`src/hw/rtl/hxe_pkg.sv`:
```
// ----------------------------------------------------------------------------
// hxe_pkg
// Shared types, constants and character helpers for the hex record encoder.
// ----------------------------------------------------------------------------
package hxe_pkg;

  // Work queue between the parser and the character emitter
  localparam int QDEPTH = 4;

  // Header value of max_record_bytes after reset
  localparam logic [7:0] MAX_REC_RESET = 8'd32;

  // Emitter step index, one step per character of a record
  typedef logic [3:0] step_t;

  // Data record character positions
  localparam step_t STEP_COLON    = 4'd0;
  localparam step_t STEP_CNT_HI   = 4'd1;
  localparam step_t STEP_CNT_LO   = 4'd2;
  localparam step_t STEP_ADR_3    = 4'd3;
  localparam step_t STEP_ADR_2    = 4'd4;
  localparam step_t STEP_ADR_1    = 4'd5;
  localparam step_t STEP_ADR_0    = 4'd6;
  localparam step_t STEP_TYP_HI   = 4'd7;
  localparam step_t STEP_TYP_LO   = 4'd8;
  localparam step_t STEP_DAT_HI   = 4'd9;
  localparam step_t STEP_DAT_LO   = 4'd10;
  localparam step_t STEP_CHK_HI   = 4'd11;
  localparam step_t STEP_CHK_LO   = 4'd12;
  localparam step_t STEP_NEWLINE  = 4'd13;
  localparam step_t STEP_EOF_LAST = 4'd11;

  typedef enum logic [2:0] {
    PH_HDR0,
    PH_HDR1,
    PH_HDR2,
    PH_HDR3,
    PH_DATA
  } phase_t;

  typedef enum logic [1:0] {
    JOB_DATA,
    JOB_EOF,
    JOB_ERR
  } job_kind_t;

  // One entry of work for the emitter
  typedef struct packed {
    job_kind_t   kind;
    logic        rec_start;
    logic        rec_end;
    logic [7:0]  count;
    logic [15:0] addr;
    logic [7:0]  data;
    logic [7:0]  chk;
  } job_t;

  function automatic logic [7:0] hex_char(input logic [3:0] v);
    hex_char = (v < 4'd10) ? (8'h30 + {4'd0, v}) : (8'h37 + {4'd0, v});
  endfunction

  // ":00000001FF\n"
  function automatic logic [7:0] eof_char(input step_t s);
    case (s)
      STEP_COLON:    eof_char = 8'h3A;
      4'd8:          eof_char = 8'h31;
      4'd9, 4'd10:   eof_char = 8'h46;
      STEP_EOF_LAST: eof_char = 8'h0A;
      default:       eof_char = 8'h30;
    endcase
  endfunction

endpackage

```
`src/hw/rtl/hxe_in_if.sv`:
```
// ----------------------------------------------------------------------------
// hxe_in_if
// Input channel: stream bytes and end-of-stream marks, valid/ready.
// ----------------------------------------------------------------------------
interface hxe_in_if;
  logic       valid;
  logic       ready;
  logic       opcode;
  logic [7:0] in_byte;

  modport source (output valid, output opcode, output in_byte, input ready);
  modport sink   (input valid, input opcode, input in_byte, output ready);
endinterface

```
`src/hw/rtl/hxe_out_if.sv`:
```
// ----------------------------------------------------------------------------
// hxe_out_if
// Output channel: one hex text character per beat, valid/ready.
// ----------------------------------------------------------------------------
interface hxe_out_if;
  logic       valid;
  logic       ready;
  logic [7:0] out_char;
  logic       last_of_run;
  logic       format_error;

  modport source (output valid, output out_char, output last_of_run,
                  output format_error, input ready);
  modport sink   (input valid, input out_char, input last_of_run,
                  input format_error, output ready);
endinterface

```
`src/hw/rtl/hxe_front.sv`:
```
// ----------------------------------------------------------------------------
// hxe_front
// Stream parser: walks chunk headers and data, tracks record boundaries and
// checksums, and posts one job per item that produces text.
// ----------------------------------------------------------------------------
module hxe_front
  import hxe_pkg::*;
#(
  parameter int MAX_CHUNK_LEN = 1024
) (
  input  logic        clk,
  input  logic        rst,
  hxe_in_if.sink      in_ch,
  input  logic [7:0]  max_record_bytes,
  input  logic        q_full,
  output logic        push,
  output job_t        job
);

  localparam int CW = (MAX_CHUNK_LEN > 2) ? $clog2(MAX_CHUNK_LEN) : 1;
  localparam logic [16:0] MAX_LEN = 17'(MAX_CHUNK_LEN);

  phase_t          phase, phase_next;
  logic [23:0]     hdr, hdr_next;
  logic [CW-1:0]   crem, crem_next;
  logic [15:0]     raddr, raddr_next;
  logic [7:0]      rrem, rrem_next;
  logic [7:0]      rsum, rsum_next;
  logic            err, err_next;

  logic            accept;
  logic            job_push;
  logic [15:0]     hdr_len;
  logic [15:0]     hdr_addr;
  logic [7:0]      lim;
  logic [7:0]      cnt;
  logic            rec_start;
  logic [7:0]      rrem_eff;
  logic [7:0]      sum_base;
  logic [7:0]      sum_new;

  assign in_ch.ready = !q_full;
  assign accept      = in_ch.valid && in_ch.ready;
  assign push        = accept && job_push;

  assign hdr_len   = hdr[23:8];
  assign hdr_addr  = {hdr[7:0], in_ch.in_byte};
  assign lim       = (max_record_bytes == 8'd0) ? 8'd1 : max_record_bytes;
  assign cnt       = (17'(crem) < 17'(lim)) ? 8'(crem) : lim;
  assign rec_start = (rrem == 8'd0);
  assign rrem_eff  = rec_start ? cnt : rrem;
  assign sum_base  = rec_start ? (cnt + raddr[15:8] + raddr[7:0]) : rsum;
  assign sum_new   = sum_base + in_ch.in_byte;

  // Next phase
  always_comb begin
    phase_next = phase;
    if (in_ch.opcode) begin
      phase_next = PH_HDR0;
    end else if (!err) begin
      case (phase)
        PH_HDR0: phase_next = PH_HDR1;
        PH_HDR1: phase_next = PH_HDR2;
        PH_HDR2: phase_next = PH_HDR3;
        PH_HDR3: begin
          if (hdr_len == 16'd0 || {1'b0, hdr_len} >= MAX_LEN) begin
            phase_next = PH_HDR0;
          end else begin
            phase_next = PH_DATA;
          end
        end
        PH_DATA: begin
          if (crem == CW'(1)) phase_next = PH_HDR0;
        end
        default: phase_next = PH_HDR0;
      endcase
    end
  end

  // Datapath and job
  always_comb begin
    hdr_next   = hdr;
    crem_next  = crem;
    raddr_next = raddr;
    rrem_next  = rrem;
    rsum_next  = rsum;
    err_next   = err;
    job_push   = 1'b0;
    job        = '0;
    job.kind   = JOB_ERR;
    if (in_ch.opcode) begin
      hdr_next  = '0;
      crem_next = '0;
      rrem_next = '0;
      rsum_next = '0;
      if (err) begin
        err_next = 1'b0;
      end else if (phase != PH_HDR0) begin
        job_push = 1'b1;
      end else begin
        job_push = 1'b1;
        job.kind = JOB_EOF;
      end
    end else if (!err) begin
      case (phase)
        PH_HDR0, PH_HDR1, PH_HDR2: begin
          hdr_next = {hdr[15:0], in_ch.in_byte};
        end
        PH_HDR3: begin
          hdr_next = '0;
          if (hdr_len == 16'd0) begin
            // empty chunk: skip silently
          end else if ({1'b0, hdr_len} >= MAX_LEN) begin
            err_next = 1'b1;
            job_push = 1'b1;
          end else begin
            crem_next  = CW'(hdr_len);
            raddr_next = hdr_addr;
            rrem_next  = '0;
            rsum_next  = '0;
          end
        end
        PH_DATA: begin
          job_push      = 1'b1;
          job.kind      = JOB_DATA;
          job.rec_start = rec_start;
          job.rec_end   = (rrem_eff == 8'd1);
          job.count     = cnt;
          job.addr      = raddr;
          job.data      = in_ch.in_byte;
          job.chk       = 8'd0 - sum_new;
          if (rec_start) raddr_next = raddr + {8'd0, cnt};
          rrem_next = rrem_eff - 8'd1;
          rsum_next = (rrem_eff == 8'd1) ? 8'd0 : sum_new;
          crem_next = crem - CW'(1);
          if (crem == CW'(1)) rrem_next = '0;
        end
        default: ;
      endcase
    end
  end

  always_ff @(posedge clk) begin
    if (rst) begin
      phase <= PH_HDR0;
      hdr   <= '0;
      crem  <= '0;
      raddr <= '0;
      rrem  <= '0;
      rsum  <= '0;
      err   <= 1'b0;
    end else if (accept) begin
      phase <= phase_next;
      hdr   <= hdr_next;
      crem  <= crem_next;
      raddr <= raddr_next;
      rrem  <= rrem_next;
      rsum  <= rsum_next;
      err   <= err_next;
    end
  end

endmodule

```
`src/hw/rtl/hxe_queue.sv`:
```
// ----------------------------------------------------------------------------
// hxe_queue
// Short job queue between parser and emitter.
// ----------------------------------------------------------------------------
module hxe_queue
  import hxe_pkg::*;
(
  input  logic clk,
  input  logic rst,
  input  logic push,
  input  job_t push_job,
  output logic full,
  input  logic pop,
  output job_t head,
  output logic empty
);

  localparam int PW = $clog2(QDEPTH);

  job_t              mem [QDEPTH];
  logic [PW-1:0]     wr_ptr;
  logic [PW-1:0]     rd_ptr;
  logic [PW:0]       count;
  logic              do_push;
  logic              do_pop;

  assign full    = (count == (PW+1)'(QDEPTH));
  assign empty   = (count == '0);
  assign do_push = push && !full;
  assign do_pop  = pop && !empty;
  assign head    = mem[rd_ptr];

  always_ff @(posedge clk) begin
    if (do_push) mem[wr_ptr] <= push_job;
  end

  always_ff @(posedge clk) begin
    if (rst) begin
      wr_ptr <= '0;
      rd_ptr <= '0;
      count  <= '0;
    end else begin
      if (do_push) wr_ptr <= wr_ptr + PW'(1);
      if (do_pop)  rd_ptr <= rd_ptr + PW'(1);
      case ({do_push, do_pop})
        2'b10:   count <= count + (PW+1)'(1);
        2'b01:   count <= count - (PW+1)'(1);
        default: count <= count;
      endcase
    end
  end

endmodule

```
`src/hw/rtl/hxe_back.sv`:
```
// ----------------------------------------------------------------------------
// hxe_back
// Character emitter: steps through the head job one character per beat into
// a registered output stage.
// ----------------------------------------------------------------------------
module hxe_back
  import hxe_pkg::*;
(
  input  logic       clk,
  input  logic       rst,
  input  job_t       head,
  input  logic       empty,
  output logic       pop,
  hxe_out_if.source  out_ch
);

  logic        started;
  step_t       step;
  step_t       step_eff;
  step_t       first_step;
  step_t       last_step;
  logic        load;
  logic        at_last;
  logic [7:0]  ch;
  logic        ch_err;

  logic        ovalid;
  logic [7:0]  ochar;
  logic        olast;
  logic        oerr;

  always_comb begin
    case (head.kind)
      JOB_DATA: begin
        first_step = head.rec_start ? STEP_COLON : STEP_DAT_HI;
        last_step  = head.rec_end ? STEP_NEWLINE : STEP_DAT_LO;
      end
      JOB_EOF: begin
        first_step = STEP_COLON;
        last_step  = STEP_EOF_LAST;
      end
      default: begin
        first_step = STEP_COLON;
        last_step  = STEP_COLON;
      end
    endcase
  end

  assign step_eff = started ? step : first_step;
  assign at_last  = (step_eff == last_step);

  always_comb begin
    ch     = 8'h00;
    ch_err = 1'b0;
    case (head.kind)
      JOB_DATA: begin
        case (step_eff)
          STEP_COLON:   ch = 8'h3A;
          STEP_CNT_HI:  ch = hex_char(head.count[7:4]);
          STEP_CNT_LO:  ch = hex_char(head.count[3:0]);
          STEP_ADR_3:   ch = hex_char(head.addr[15:12]);
          STEP_ADR_2:   ch = hex_char(head.addr[11:8]);
          STEP_ADR_1:   ch = hex_char(head.addr[7:4]);
          STEP_ADR_0:   ch = hex_char(head.addr[3:0]);
          STEP_TYP_HI:  ch = 8'h30;
          STEP_TYP_LO:  ch = 8'h30;
          STEP_DAT_HI:  ch = hex_char(head.data[7:4]);
          STEP_DAT_LO:  ch = hex_char(head.data[3:0]);
          STEP_CHK_HI:  ch = hex_char(head.chk[7:4]);
          STEP_CHK_LO:  ch = hex_char(head.chk[3:0]);
          STEP_NEWLINE: ch = 8'h0A;
          default:      ch = 8'h00;
        endcase
      end
      JOB_EOF: ch = eof_char(step_eff);
      default: ch_err = 1'b1;
    endcase
  end

  // Load a new beat when the output stage is free or being drained
  assign load = !empty && (!ovalid || out_ch.ready);
  assign pop  = load && at_last;

  always_ff @(posedge clk) begin
    if (rst) begin
      started <= 1'b0;
      step    <= '0;
      ovalid  <= 1'b0;
    end else begin
      if (load) begin
        ovalid  <= 1'b1;
        started <= !at_last;
        step    <= step_eff + 4'd1;
      end else if (out_ch.ready) begin
        ovalid <= 1'b0;
      end
    end
  end

  always_ff @(posedge clk) begin
    if (load) begin
      ochar <= ch;
      olast <= at_last;
      oerr  <= ch_err;
    end
  end

  assign out_ch.valid        = ovalid;
  assign out_ch.out_char     = ochar;
  assign out_ch.last_of_run  = olast;
  assign out_ch.format_error = oerr;

endmodule

```
`src/hw/rtl/chunk_to_intel_hex_encoder.sv`:
```
// ----------------------------------------------------------------------------
// chunk_to_intel_hex_encoder
// Turns a chunked byte stream (length, load address, data) into Intel HEX
// text, one ASCII character per output beat.
// ----------------------------------------------------------------------------
//
//   channel  | dir | handshake     | payload
//   ---------+-----+---------------+--------------------------------------
//   in_ch    | in  | valid/ready   | opcode[0], in_byte[7:0]
//   out_ch   | out | valid/ready   | out_char[7:0], last_of_run, format_error
//   cfg      | in  | cfg_we        | cfg_data[7:0] -> max_record_bytes
//
// The parser takes one input beat per cycle whenever the 4-entry job queue
// has room; data bytes, headers and ends never wait on the output side until
// that queue fills.
// The emitter produces one character per cycle while out_ch is ready and a job
// is queued: a data byte is 2 characters, plus 9 per record opening and 3 per
// close; EOF is 12, an error 1; 32-byte records give about 2.4 per data byte.
// rst is synchronous: parser state, queue pointers and the output stage clear,
// and max_record_bytes returns to 32.
// Output stalls back up through the queue into in_ch.ready only.
// ----------------------------------------------------------------------------
module chunk_to_intel_hex_encoder
  import hxe_pkg::*;
#(
  parameter int MAX_CHUNK_LEN = 1024
) (
  input  logic       clk,
  input  logic       rst,
  hxe_in_if.sink     in_ch,
  hxe_out_if.source  out_ch,
  input  logic       cfg_we,
  input  logic [7:0] cfg_data
);

  logic [7:0] max_record_bytes;
  logic       q_full;
  logic       q_empty;
  logic       q_push;
  logic       q_pop;
  job_t       q_in;
  job_t       q_head;

  // Record size register; the user must write it only while idle; not enforced
  always_ff @(posedge clk) begin
    if (rst) begin
      max_record_bytes <= MAX_REC_RESET;
    end else if (cfg_we) begin
      max_record_bytes <= cfg_data;
    end
  end

  // Front: classify each beat, keep chunk/record state, post jobs
  hxe_front #(
    .MAX_CHUNK_LEN (MAX_CHUNK_LEN)
  ) u_front (
    .clk              (clk),
    .rst              (rst),
    .in_ch            (in_ch),
    .max_record_bytes (max_record_bytes),
    .q_full           (q_full),
    .push             (q_push),
    .job              (q_in)
  );

  // Queue: decouple parsing from the slower character stream
  hxe_queue u_queue (
    .clk      (clk),
    .rst      (rst),
    .push     (q_push),
    .push_job (q_in),
    .full     (q_full),
    .pop      (q_pop),
    .head     (q_head),
    .empty    (q_empty)
  );

  // Back: expand each job into its characters, one beat per cycle while out_ch is ready
  hxe_back u_back (
    .clk    (clk),
    .rst    (rst),
    .head   (q_head),
    .empty  (q_empty),
    .pop    (q_pop),
    .out_ch (out_ch)
  );

endmodule

```
`src/flat_wrapper.sv`:
```
// flat-port wrapper written by rule: the top's interface ports become plain ports
module chunk_to_intel_hex_encoder_flat import hxe_pkg::*;
#(
  parameter int MAX_CHUNK_LEN = 1024
)
  (clk, rst, cfg_we, cfg_data, in_ch_valid, in_ch_opcode, in_ch_in_byte, in_ch_ready, out_ch_valid, out_ch_out_char, out_ch_last_of_run, out_ch_format_error, out_ch_ready);
  hxe_in_if in_ch_i ();
  hxe_out_if out_ch_i ();
  input  logic clk;
  input  logic rst;
  input  logic cfg_we;
  input  logic [7:0] cfg_data;
  input wire logic [$bits(in_ch_i.valid)-1:0] in_ch_valid;
  input wire logic [$bits(in_ch_i.opcode)-1:0] in_ch_opcode;
  input wire logic [$bits(in_ch_i.in_byte)-1:0] in_ch_in_byte;
  output wire logic [$bits(in_ch_i.ready)-1:0] in_ch_ready;
  output wire logic [$bits(out_ch_i.valid)-1:0] out_ch_valid;
  output wire logic [$bits(out_ch_i.out_char)-1:0] out_ch_out_char;
  output wire logic [$bits(out_ch_i.last_of_run)-1:0] out_ch_last_of_run;
  output wire logic [$bits(out_ch_i.format_error)-1:0] out_ch_format_error;
  input wire logic [$bits(out_ch_i.ready)-1:0] out_ch_ready;
  assign in_ch_i.valid = in_ch_valid;
  assign in_ch_i.opcode = in_ch_opcode;
  assign in_ch_i.in_byte = in_ch_in_byte;
  assign in_ch_ready = in_ch_i.ready;
  assign out_ch_valid = out_ch_i.valid;
  assign out_ch_out_char = out_ch_i.out_char;
  assign out_ch_last_of_run = out_ch_i.last_of_run;
  assign out_ch_format_error = out_ch_i.format_error;
  assign out_ch_i.ready = out_ch_ready;
  chunk_to_intel_hex_encoder #(.MAX_CHUNK_LEN(MAX_CHUNK_LEN)) u_core (.clk(clk), .rst(rst), .in_ch(in_ch_i), .out_ch(out_ch_i), .cfg_we(cfg_we), .cfg_data(cfg_data));
endmodule
```
`config.mk`:
```
export PLATFORM = sky130hd
export DESIGN_NAME = chunk_to_intel_hex_encoder_flat
export DESIGN_NICKNAME = d
export VERILOG_FILES = /design/src/hw/rtl/hxe_pkg.sv /design/src/hw/rtl/hxe_in_if.sv /design/src/hw/rtl/hxe_out_if.sv /design/src/hw/rtl/hxe_front.sv /design/src/hw/rtl/hxe_queue.sv /design/src/hw/rtl/hxe_back.sv /design/src/hw/rtl/chunk_to_intel_hex_encoder.sv /design/src/flat_wrapper.sv
export SDC_FILE = /design/constraint.sdc
export NUM_CORES = 1
export LEC_CHECK = 0
export ABC_AREA = 1
export BUFFER_PORTS_ARGS = -buffer_cell sky130_fd_sc_hd__buf_2
export CAP_MARGIN = 10
export CORE_UTILIZATION = 55
export CTS_BUF_LIST = sky130_fd_sc_hd__clkbuf_8 sky130_fd_sc_hd__clkbuf_16
export DETAILED_ROUTE_END_ITERATION = 8
export GPL_TIMING_DRIVEN = 0
export HOLD_SLACK_MARGIN = 0.05
export PLACE_DENSITY_LB_ADDON = 0.15
export SLEW_MARGIN = 20
export SYNTH_ARGS = -nofsm -noshare
export SYNTH_HDL_FRONTEND = slang
export SYNTH_SLANG_ARGS = --single-unit
```
`constraint.sdc`:
```
create_clock -name clk -period 11.7 [get_ports clk]
set_input_delay 2.925 -clock clk [delete_from_list [all_inputs] [get_ports clk]]
set_output_delay 2.925 -clock clk [all_outputs]
set_load 0.05 [all_outputs]
```
==> flow_summary.yaml, run 1 <==
status:
  status: "finished with violations"
  failed_checks: "DRC"
cells_and_area:
  antennaDiodeCount: 0
  areaGrowthSynthToFinish_pct: 12.44
  fin_nets: 1824
  mostFrequentLayoutCell: "nand2_1"
  drive_gt1_frac: 0.1243
  fill_cells: 2154
  ff_latch_area_um2: 7417
  multi_input_comb_area_um2: 6404
  final_cell_mix: "nand2_1 (362), edfxtp_1 (185), nor2_1 (153)"
clock_network:
  clock-root-buffer: "clkbuf_16"
  path_clk_slew_ps: 60
  htree_levels: 1
  post-cts-setup-buffers: 0
  numClockSinks: 278
  clock_path_buffers: 3
  cts_buffers: 29
  tritoncts: "yes"
  insertion_delay_ps: 570
  cts_resized: 0
  cts_hold_buffers: 0
logic_synthesis:
  ys_ff_latch: 278
  synthArstFlopShare: 0
  netlist_area_um2: 14810
  synth_flop_cell: "edfxtp_1"
  synth_area_leader_cell: "edfxtp_1"
  synth_top_area_frac: 0.3751
  syn_inst: 1668
  synth_edf_count: 185
  synthDistinctLibCells: 59
  synth_nets: 1753
  synth_warnings: 0
  ys_seq_area_frac: 0.5008
  ys_top_cells_by_area: "edfxtp_1 (38%), dfxtp_1 (13%), nand2_1 (9.2%)"
  syn_avg_cell_area_um2: 8.878
place:
  port_buffers: 31
  dp_hpwl_um: 29440
  gp_congestion: 0.9370
flow_run:
  maxCapViolCount: 0
setup_path:
  worst-setup-path-type: "reg -> reg"
  end_kind: "register"
  start_kind: "register"
  cp_data_arrival_time_ps: 5970
  required_ps: 11980
  crit_path_max_fanout: 10
power:
  peakVddDrop_mv: 0.1269
  p_per_area_nw_per_um2: 174.6
  leakage_nw: 6.574
die:
  die_y_um: 166.1
  start_util: 0.5651
  dieArea_um2: 27590
  die_x_um: 166.1
  io_pins: 34
  coreArea_um2: 26210
  std_cell_rows: 59
drt:
  drt_first_iter_violations: 940
  num_vias: 11860
  drtPass1Iterations: 7
  wl_per_cell_um: 18.74
  drtAntennaViolNets: 0
  post-route-drc-count: 2
  wirelength_um: 39290
  drt-vias-per-instance: 5.657
sta:
  period_share: 0.4864
  max_freq_mhz: 175.7
  fin_skew_ps: 21.28
  final.setup.tns_ps: 0
  slew-limit-headroom: 0.4788
  finalMaxSlewViolations: 0
  rsz0062_at_grt: "no"
  setup_violations: 0
  final_hold_viol_count: 0
  worst_hold_slack_ps: 457.7
  fin_crit_ps: 5691
  tightest_slew_ps: 781.7
grt:
  globalRoute.busiestLayer: "met2"
  grtUsageTotal: 0.2849
  grt_pass1_wl_um: 60810
  grt_pass1_vias: 11230
  grt_max_degree: 24
  antenna_found_initial: 0
  overflow: 0
  use_met2: 0.4847
  met3_usage: 0.03837
  grt.met1_usage: 0.3581
min_path:
  min_path_type: "reg -> reg"
state kept, by name, indices dropped and copies added, names as in the netlist, 4 cells and up, named ones only:
signal                         count
u_core.u_queue.mem               176
u_core.u_front.hdr                24
u_core.u_front.raddr              16
u_core.u_front.crem               10
u_core.max_record_bytes            8
u_core.u_front.rrem                8
u_core.u_front.rsum                8
u_core.u_back.out_ch.out_char      7
u_core.u_back.step                 4
cells in the mapped netlist, drive strengths merged (2+ instances only):
| master | instances |
|---|---|
| and2 | 3 |
| edfxtp | 185 |
| a211oi | 11 |
| clkbuf | 28 |
| o2111ai | 6 |
| o22ai | 7 |
| o211ai | 5 |
| fa | 11 |
| clkinv | 2 |
| nor3 | 22 |
| a32o | 15 |
| xnor2 | 15 |
| ha | 52 |
| a31oi | 9 |
| a221oi | 4 |
| o21ai | 107 |
| nand4 | 8 |
| nor2 | 171 |
| a22oi | 5 |
| o22a | 14 |
| dfxtp | 93 |
| nand3 | 115 |
| nor4 | 5 |
| nand3b | 3 |
| a22o | 2 |
| xor2 | 30 |
| or2 | 4 |
| buf | 34 |
| a21oi | 133 |
| nand2 | 386 |
| inv | 173 |
| a21o | 3 |
critical path, stage by stage, from the launching register on:
cell	delay, ps
dfxtp_1	510
ha_1	310
a21oi_1	150
nand2_1	100
nor2_4	220
nand2_4	80
buf_6	140
nand2_1	70
and2_1	190
inv_1	120
fa_1	440
ha_1	240
fa_1	440
nand2_1	80
nand2_1	50
ha_1	330
a21oi_1	160
nand2_1	80
or2_2	270
nand2_1	110
inv_1	90
nor4_1	290
nand2_1	170
nor2_1	120
nand2_1	80
nand2_1	90
nand2_1	50
nor2_1	430
routing by layer:
metal,up-vias,share of wire
met2,364,0.47
met3,92,0.057
met4,0,0.053
li1,5807,-
met5,-,0
met1,5600,0.42
power by group:
| part | total (mW) | switching (mW) | internal [mW] |
|---|---|---|---|
| Clock | 0.989 | 0.389 | 0.600 |
| Sequential | 1.12 | 0.0217 | 1.10 |
| Combinational | 0.795 | 0.547 | 0.249 |
| Total | 2.91 | 0.958 | 1.95 |
cell families after synthesis:
logic type / Yosys count / share of synthesized area
flip-flops: 278 / 0.5008
other: 1 / 0.0002532
XOR/XNOR: 45 / 0.02661
AO/OA/AOI/OAI: 325 / 0.1313
AND/OR/NAND/NOR: 719 / 0.2130
buffers and inverters: 237 / 0.06920
adder cells (fa/ha/maj): 63 / 0.05880
stage by stage:
step                      instances  cell area, um2  setup WS, ps  utilization  total power, mW
after floorplan                1668           14810          5758            -            1.716
after global placement         2034           15380          4087       0.5870            1.905
after detailed placement       2043           15610          6086       0.5958            1.931
after CTS                      2097           16650          6107       0.6354            2.913
after global routing           2097           16650          5769       0.6354            3.033
final                          2097           16650          6009       0.6354            2.908
layout make-up:
cell class,instances,area share
flip-flops and latches,278,0.4454
clock buffers,35,0.04854
multi-input cells,1153,0.3846
well taps,335,0.02517
inverters,175,0.03960
plain buffers,62,0.02194
clock inverters,19,0.01375
repair buffers,40,0.02096
final timing paths:
check             slack, ps                            startpoint                              endpoint  cells after the start
setup reg to reg       6010   u_core.u_front.crem[7]$_SDFFE_PP0P_    u_core.u_queue.mem[3][7]$_DFFE_PP_                     27
hold reg to reg         460  u_core.u_queue.count[0]$_SDFFE_PP0P_  u_core.u_queue.count[0]$_SDFFE_PP0P_                      1
setup / recovery       6010   u_core.u_front.crem[7]$_SDFFE_PP0P_    u_core.u_queue.mem[3][7]$_DFFE_PP_                     27
hold / removal          460  u_core.u_queue.count[0]$_SDFFE_PP0P_  u_core.u_queue.count[0]$_SDFFE_PP0P_                      1
Note: power is estimated with default switching activity, not from simulation.
==> run 2: changes to the inputs <==
==> constraint.sdc (replaced) <==
create_clock -name clk -period 5.5 [get_ports clk]
set_input_delay 1.375 -clock clk [delete_from_list [all_inputs] [get_ports clk]]
set_output_delay 1.375 -clock clk [all_outputs]
set_load 0.05 [all_outputs]
==> flow_summary.yaml, run 2 (same netlist as run 1, synthesis figures left out) <==
status:
  status: "finished with violations"
  failed_checks: "DRC"
setup_path:
  cp_data_arrival_time_ps: 5560
  reg2regPathDepth: 24
  crit_path_max_fanout: 10
  end_kind: "register"
  slowest_delay_ps: 450
  path_cells: "inv_1, ha_1, a21o_1, nand3_1, a21oi_2, nor2_4, nand2_4, buf_6, nand2_1, and2_1, inv_1, fa_1, ha_1, fa_1, xnor2_1, o21ai_0, ha_1, nand2_1, o21ai_1, xor2_1, inv_1, nand2_1, o21ai_0, a21oi_1"
  critical_path_buf_inv_count: 4
  crit_family: "adder cells"
  regToRegSetupSlack_ps: 230
  start_kind: "register"
  rr_endpoint: "u_core.u_queue.mem[3][5]$_DFFE_PP_"
  cp_slowest_cell: "a21oi_1"
  reg2reg_from: "u_core.max_record_bytes[3]$_SDFFE_PP0P_"
  required_ps: 5790
  worst-setup-path-type: "reg -> reg"
clock_network:
  clock-root-buffer: "clkbuf_16"
  clock_path_buffers: 3
  cts_hold_buffers: 0
  path_clk_slew_ps: 60
  cts_buffers: 29
  htree_levels: 1
  tritoncts: "yes"
  numClockSinks: 278
  insertion_delay_ps: 570
place:
  pre_cts_slack_ps: -47.50
  gp_congestion: 0.9370
  dp_hpwl_um: 29440
  port_buffers: 31
sta:
  slew-limit-headroom: 0.4650
  max_freq_mhz: 189.7
  rsz0062_at_grt: "no"
  tightest_slew_ps: 802.5
  period_share: 0.9585
  fin_crit_ps: 5272
  finalMaxSlewViolations: 0
  setup_violations: 0
  fin_skew_ps: 21.67
  worst_hold_slack_ps: 460.1
  final_hold_viol_count: 0
  setup_ws_ps: 228.2
drt:
  highest_layer: "met4"
  drtPass1Iterations: 7
  wl_met1_um: 16480
  route.met3.wl_um: 2199
  post-route-drc-count: 2
  drtAntennaViolNets: 0
  wirelength_um: 39520
  drt_first_iter_violations: 1029
  wl_met2_um: 18850
  wl_per_cell_um: 18.82
  num_vias: 11930
  drt-vias-per-instance: 5.681
cells_and_area:
  largest_reg_flops: 176
  regMostFlops: "u_core.u_queue.mem"
  antennaDiodeCount: 0
  fin_nets: 1827
  fill_cells: 2148
  mostFrequentLayoutCell: "nand2_1"
  areaGrowthSynthToFinish_pct: 12.86
  drive_gt1_frac: 0.1297
  top_regs: "u_core.u_queue.mem x176, u_core.u_front.hdr x24, u_core.u_front.raddr x16"
  final_cell_mix: "nand2_1 (362), edfxtp_1 (185), nor2_1 (152)"
die:
  std_cell_rows: 59
  dieArea_um2: 27590
  start_util: 0.5651
  io_pins: 34
  coreArea_um2: 26210
  die_y_um: 166.1
  die_x_um: 166.1
min_path:
  holdPathStages: 1
  min_to: "u_core.u_queue.count[0]$_SDFFE_PP0P_"
  worstHoldStart: "u_core.u_queue.count[0]$_SDFFE_PP0P_"
  min_path_type: "reg -> reg"
flow_run:
  maxCapViolCount: 0
grt:
  grt_pass1_vias: 11220
  antenna_found_initial: 0
  grt_max_degree: 24
  grtUsageTotal: 0.2850
  overflow: 0
  grt_pass1_wl_um: 60830
power:
  peakVddDrop_mv: 0.2701
  leakage_nw: 6.591
  p_per_area_nw_per_um2: 370.6
## run 2: cell count changes in the layout (fill, tap and decap cells not counted)
cell,previous run,this run
a21oi_1,130,128
nor4_1,4,3
nor2_4,12,13
o21ai_0,91,90
dfxtp_2,0,2
a21oi_2,1,3
buf_4,7,10
nor4_4,0,1
dfxtp_1,93,91
xor2_1,30,29
xor2_2,0,1
o21ai_1,13,14
nor2_1,153,152
## run 2: area by class of cell
cell class,count,area (um2),share of cell area
Tap cell,335,419.2,0.02508
Inverter,175,659.4,0.03945
Sequential cell,278,7420,0.4439
Multi-Input combinational cell,1153,6441,0.3854
Clock inverter,19,229.0,0.01370
Timing Repair Buffer,43,371.6,0.02223
Buffer,62,365.4,0.02186
Clock buffer,35,808.3,0.04836
## run 2: through the flow
stage | setup TNS, ps | utilization | std cells | area [um2] | total power, mW
floorplan | 0 | - | 1668 | 14810 | 3.650
global route | 0 | 0.6378 | 2100 | 16710 | 6.461
global placement | -92670 | 0.5870 | 2034 | 15380 | 4.053
CTS | 0 | 0.6355 | 2097 | 16650 | 6.198
finish | 0 | 0.6378 | 2100 | 16710 | 6.195
detailed placement | -189.9 | 0.5958 | 2043 | 15610 | 4.107
## run 2: worst max path at each step
| stage | start | end | slack, ps | cells past startpoint |
|---|---|---|---|---|
| finish | u_core.max_record_bytes[3]$_SDFFE_PP0P_ | u_core.u_queue.mem[3][5]$_DFFE_PP_ | 230 | 24 |
| global route | u_core.max_record_bytes[5]$_SDFFE_PP1P_ | u_core.u_queue.mem[3][7]$_DFFE_PP_ | 9 | 28 |
| CTS | u_core.u_front.crem[7]$_SDFFE_PP0P_ | u_core.u_queue.mem[3][7]$_DFFE_PP_ | 90 | 27 |
| detailed placement | u_core.u_front.crem[7]$_SDFFE_PP0P_ | u_core.u_queue.mem[2][7]$_DFFE_PP_ | -50 | 27 |
| global placement | in_ch_valid | u_core.u_queue.mem[2][28]$_DFFE_PP_ | -560 | 7 |
| floorplan | u_core.max_record_bytes[3]$_SDFFE_PP0P_ | u_core.u_queue.mem[0][7]$_DFFE_PP_ | 890 | 28 |
## run 2: metal layers
layer | global-route usage | vias to the layer above
li1 | - | 5823
met1 | 0.3581 | 5618
met2 | 0.4847 | 399
met3 | 0.03861 | 91
met4 | 0.1410 | 0
met5 | 0 | -
## run 2: report_power, final
part / total (mW) / leakage, nW / switching, mW / internal [mW]
sequential: 2.39 / 2.45 / 0.0464 / 2.34
combinational: 1.70 / 3.63 / 1.17 / 0.532
clock: 2.10 / 0.515 / 0.826 / 1.28
total: 6.19 / 6.59 / 2.04 / 4.15
## run 2: worst register-to-register path, delay by kind of cell (launching register included)
kind                       cells  cell delay [ps]
AOI/OAI and AO/OA              6             1110
xor gates and xnor gates       2              550
adders and majority gates      5             1730
buffers and inverters          4              440
DFF                            1              370
and+or+nand+nor                7              780
## run 2: repair_timing
action | 4_1_cts | 5_1_grt
setup endpoints to repair | 4 | 16
pin swaps | 0 | 2
buffers inserted | 0 | 3
resized for setup | 1 | 9
==> run 3: changes to the inputs <==
--- a/config.mk
+++ b/config.mk
@@ -8,7 +8,7 @@
 export ABC_AREA = 1
 export BUFFER_PORTS_ARGS = -buffer_cell sky130_fd_sc_hd__buf_2
 export CAP_MARGIN = 10
-export CORE_UTILIZATION = 55
+export CORE_UTILIZATION = 39
 export CTS_BUF_LIST = sky130_fd_sc_hd__clkbuf_8 sky130_fd_sc_hd__clkbuf_16
 export DETAILED_ROUTE_END_ITERATION = 8
 export GPL_TIMING_DRIVEN = 0
==> flow_summary.yaml, run 3 (same netlist as run 1, synthesis figures left out) <==
drt:
  wirelength_um: 41590
  drt_first_iter_violations: 695
  num_vias: 11700
  drtPass1Iterations: 5
  post-route-drc-count: 0
  wl_per_cell_um: 18.25
  drtAntennaViolNets: 0
  drt-vias-per-instance: 5.133
power:
  clkPwrFrac: 0.360
  swShare: 0.3261
  p_per_area_nw_per_um2: 373.6
  leakage_nw: 6.646
  power.total_mw: 6.369
  peakVddDrop_mv: 0.2147
  power.internal_mw: 4.292
  p_comb_frac: 0.265
  power.switching_mw: 2.077
  p_seq_frac: 0.375
grt:
  grtUsageTotal: 0.2184
  grt_pass1_wl_um: 64110
  grt_max_degree: 22
  antenna_found_initial: 0
  grt_pass1_vias: 11240
  overflow: 0
sta:
  finalMaxSlewViolations: 0
  tightest_slew_ps: 839.4
  fin_skew_ps: 10.63
  slew-limit-headroom: 0.4404
  fin_crit_ps: 5096
  final_hold_viol_count: 0
  setup_violations: 0
  rsz0062_at_grt: "no"
  max_freq_mhz: 196.2
  period_share: 0.9266
place:
  port_buffers: 31
  gp_congestion: 0.9066
  dp_hpwl_um: 31540
die:
  io_pins: 34
  die_x_um: 196.9
  start_util: 0.3950
  std_cell_rows: 71
  coreArea_um2: 37490
  die_y_um: 196.9
  dieArea_um2: 38760
cells_and_area:
  areaGrowthSynthToFinish_pct: 15.11
  antennaDiodeCount: 0
  largest_reg_flops: 176
  regMostFlops: "u_core.u_queue.mem"
  top_regs: "u_core.u_queue.mem x176, u_core.u_front.hdr x24, u_core.u_front.raddr x16"
  drive_gt1_frac: 0.1318
  fill_cells: 3728
  post-route-util: 0.4547
  fin_nets: 1828
  mostFrequentLayoutCell: "nand2_1"
  final_cell_mix: "nand2_1 (362), edfxtp_1 (185), nor2_1 (152)"
flow_run:
  maxCapViolCount: 0
clock_network:
  tritoncts: "yes"
  cts_buffers: 31
  htree_levels: 1
  insertion_delay_ps: 600
  path_clk_slew_ps: 60
  clock-root-buffer: "clkbuf_16"
  cts_hold_buffers: 0
  clock_path_buffers: 3
  numClockSinks: 278
min_path:
  min_path_type: "reg -> reg"
setup_path:
  crit_path_max_fanout: 10
  start_kind: "register"
  worst-setup-path-type: "reg -> reg"
  cp_data_arrival_time_ps: 5440
  required_ps: 5850
  end_kind: "register"
status:
  status: "finished, final reports clean"
[run 3: worst max-delay path, stage by stage (launching register included)]
cell and delay (ps):
dfxtp_1 350, inv_1 70, ha_1 290, a21o_1 160, nand3_1 80, a21oi_2 70, nor2_4 180, nand2_4 80
buf_6 140, nand2_1 70, and2_4 160, inv_1 90, fa_1 440, ha_1 230, fa_1 450, nand2_1 80
nand2_1 50, ha_1 330, a21oi_1 170, nand2_1 80, nand2_1 80, nand2_1 80, a21oi_2 160, xor2_1 440
nor4_2 90, o21ai_0 210, a21oi_2 50, buf_4 170
[run 3: routing by layer]
metal  track usage  vias to the layer above  wire (um)
met2        0.3692                      247      19650
met3       0.02550                       80       1617
met1        0.2849                     5541      18540
met5             0                        -          0
li1              -                     5829          -
met4       0.08671                        0       1779
[run 3: final timing paths]
kind                                      startpoint                              endpoint  slack, ps  cells after the start
max          u_core.max_record_bytes[3]$_SDFFE_PP0P_    u_core.u_queue.mem[2][6]$_DFFE_PP_        400                     27
min reg2reg     u_core.u_queue.count[0]$_SDFFE_PP0P_  u_core.u_queue.count[0]$_SDFFE_PP0P_        450                      1
min             u_core.u_queue.count[0]$_SDFFE_PP0P_  u_core.u_queue.count[0]$_SDFFE_PP0P_        450                      1
max reg2reg  u_core.max_record_bytes[3]$_SDFFE_PP0P_    u_core.u_queue.mem[2][6]$_DFFE_PP_        400                     27
[run 3: through the flow]
step | instances | setup WS, ps | hold slack, ps | area [um2] | TNS (ps)
after floorplan | 1668 | 886.0 | 422.3 | 14810 | 0
after global placement | 2210 | -962.6 | 442.1 | 15600 | -148620
after detailed placement | 2219 | -25.40 | 446.3 | 15840 | -101.4
after CTS | 2277 | 10.84 | 454.7 | 16980 | 0
after global routing | 2279 | 41.69 | 470.0 | 17050 | 0
final | 2279 | 403.9 | 451.2 | 17050 | 0
[run 3: final cells by class]
class,count,area (um2),area share
inverters,175,659.4,0.03868
well taps,511,639.4,0.03751
multi-input cells,1153,6451,0.3785
flip-flops and latches,278,7421,0.4353
plain buffers,62,365.4,0.02143
clock buffers,32,789.5,0.04632
clock inverters,26,349.1,0.02048
repair buffers,42,371.6,0.02180
[run 3: power groups by stage]
stage | registers, mW | clock network (mW) | logic [mW]
floorplan | 2.56 | 0 | 1.09
global placement | 2.44 | 0 | 1.64
detailed placement | 2.43 | 0 | 1.68
CTS | 2.39 | 2.34 | 1.69
global route | 2.40 | 2.42 | 1.87
finish | 2.39 | 2.30 | 1.69
[run 3: repair_timing]
action,in CTS,in global routing
cloned,0,0
setup buffers,0,2
resized for setup,1,13
pin swaps,0,2
setup endpoints to repair,4,16
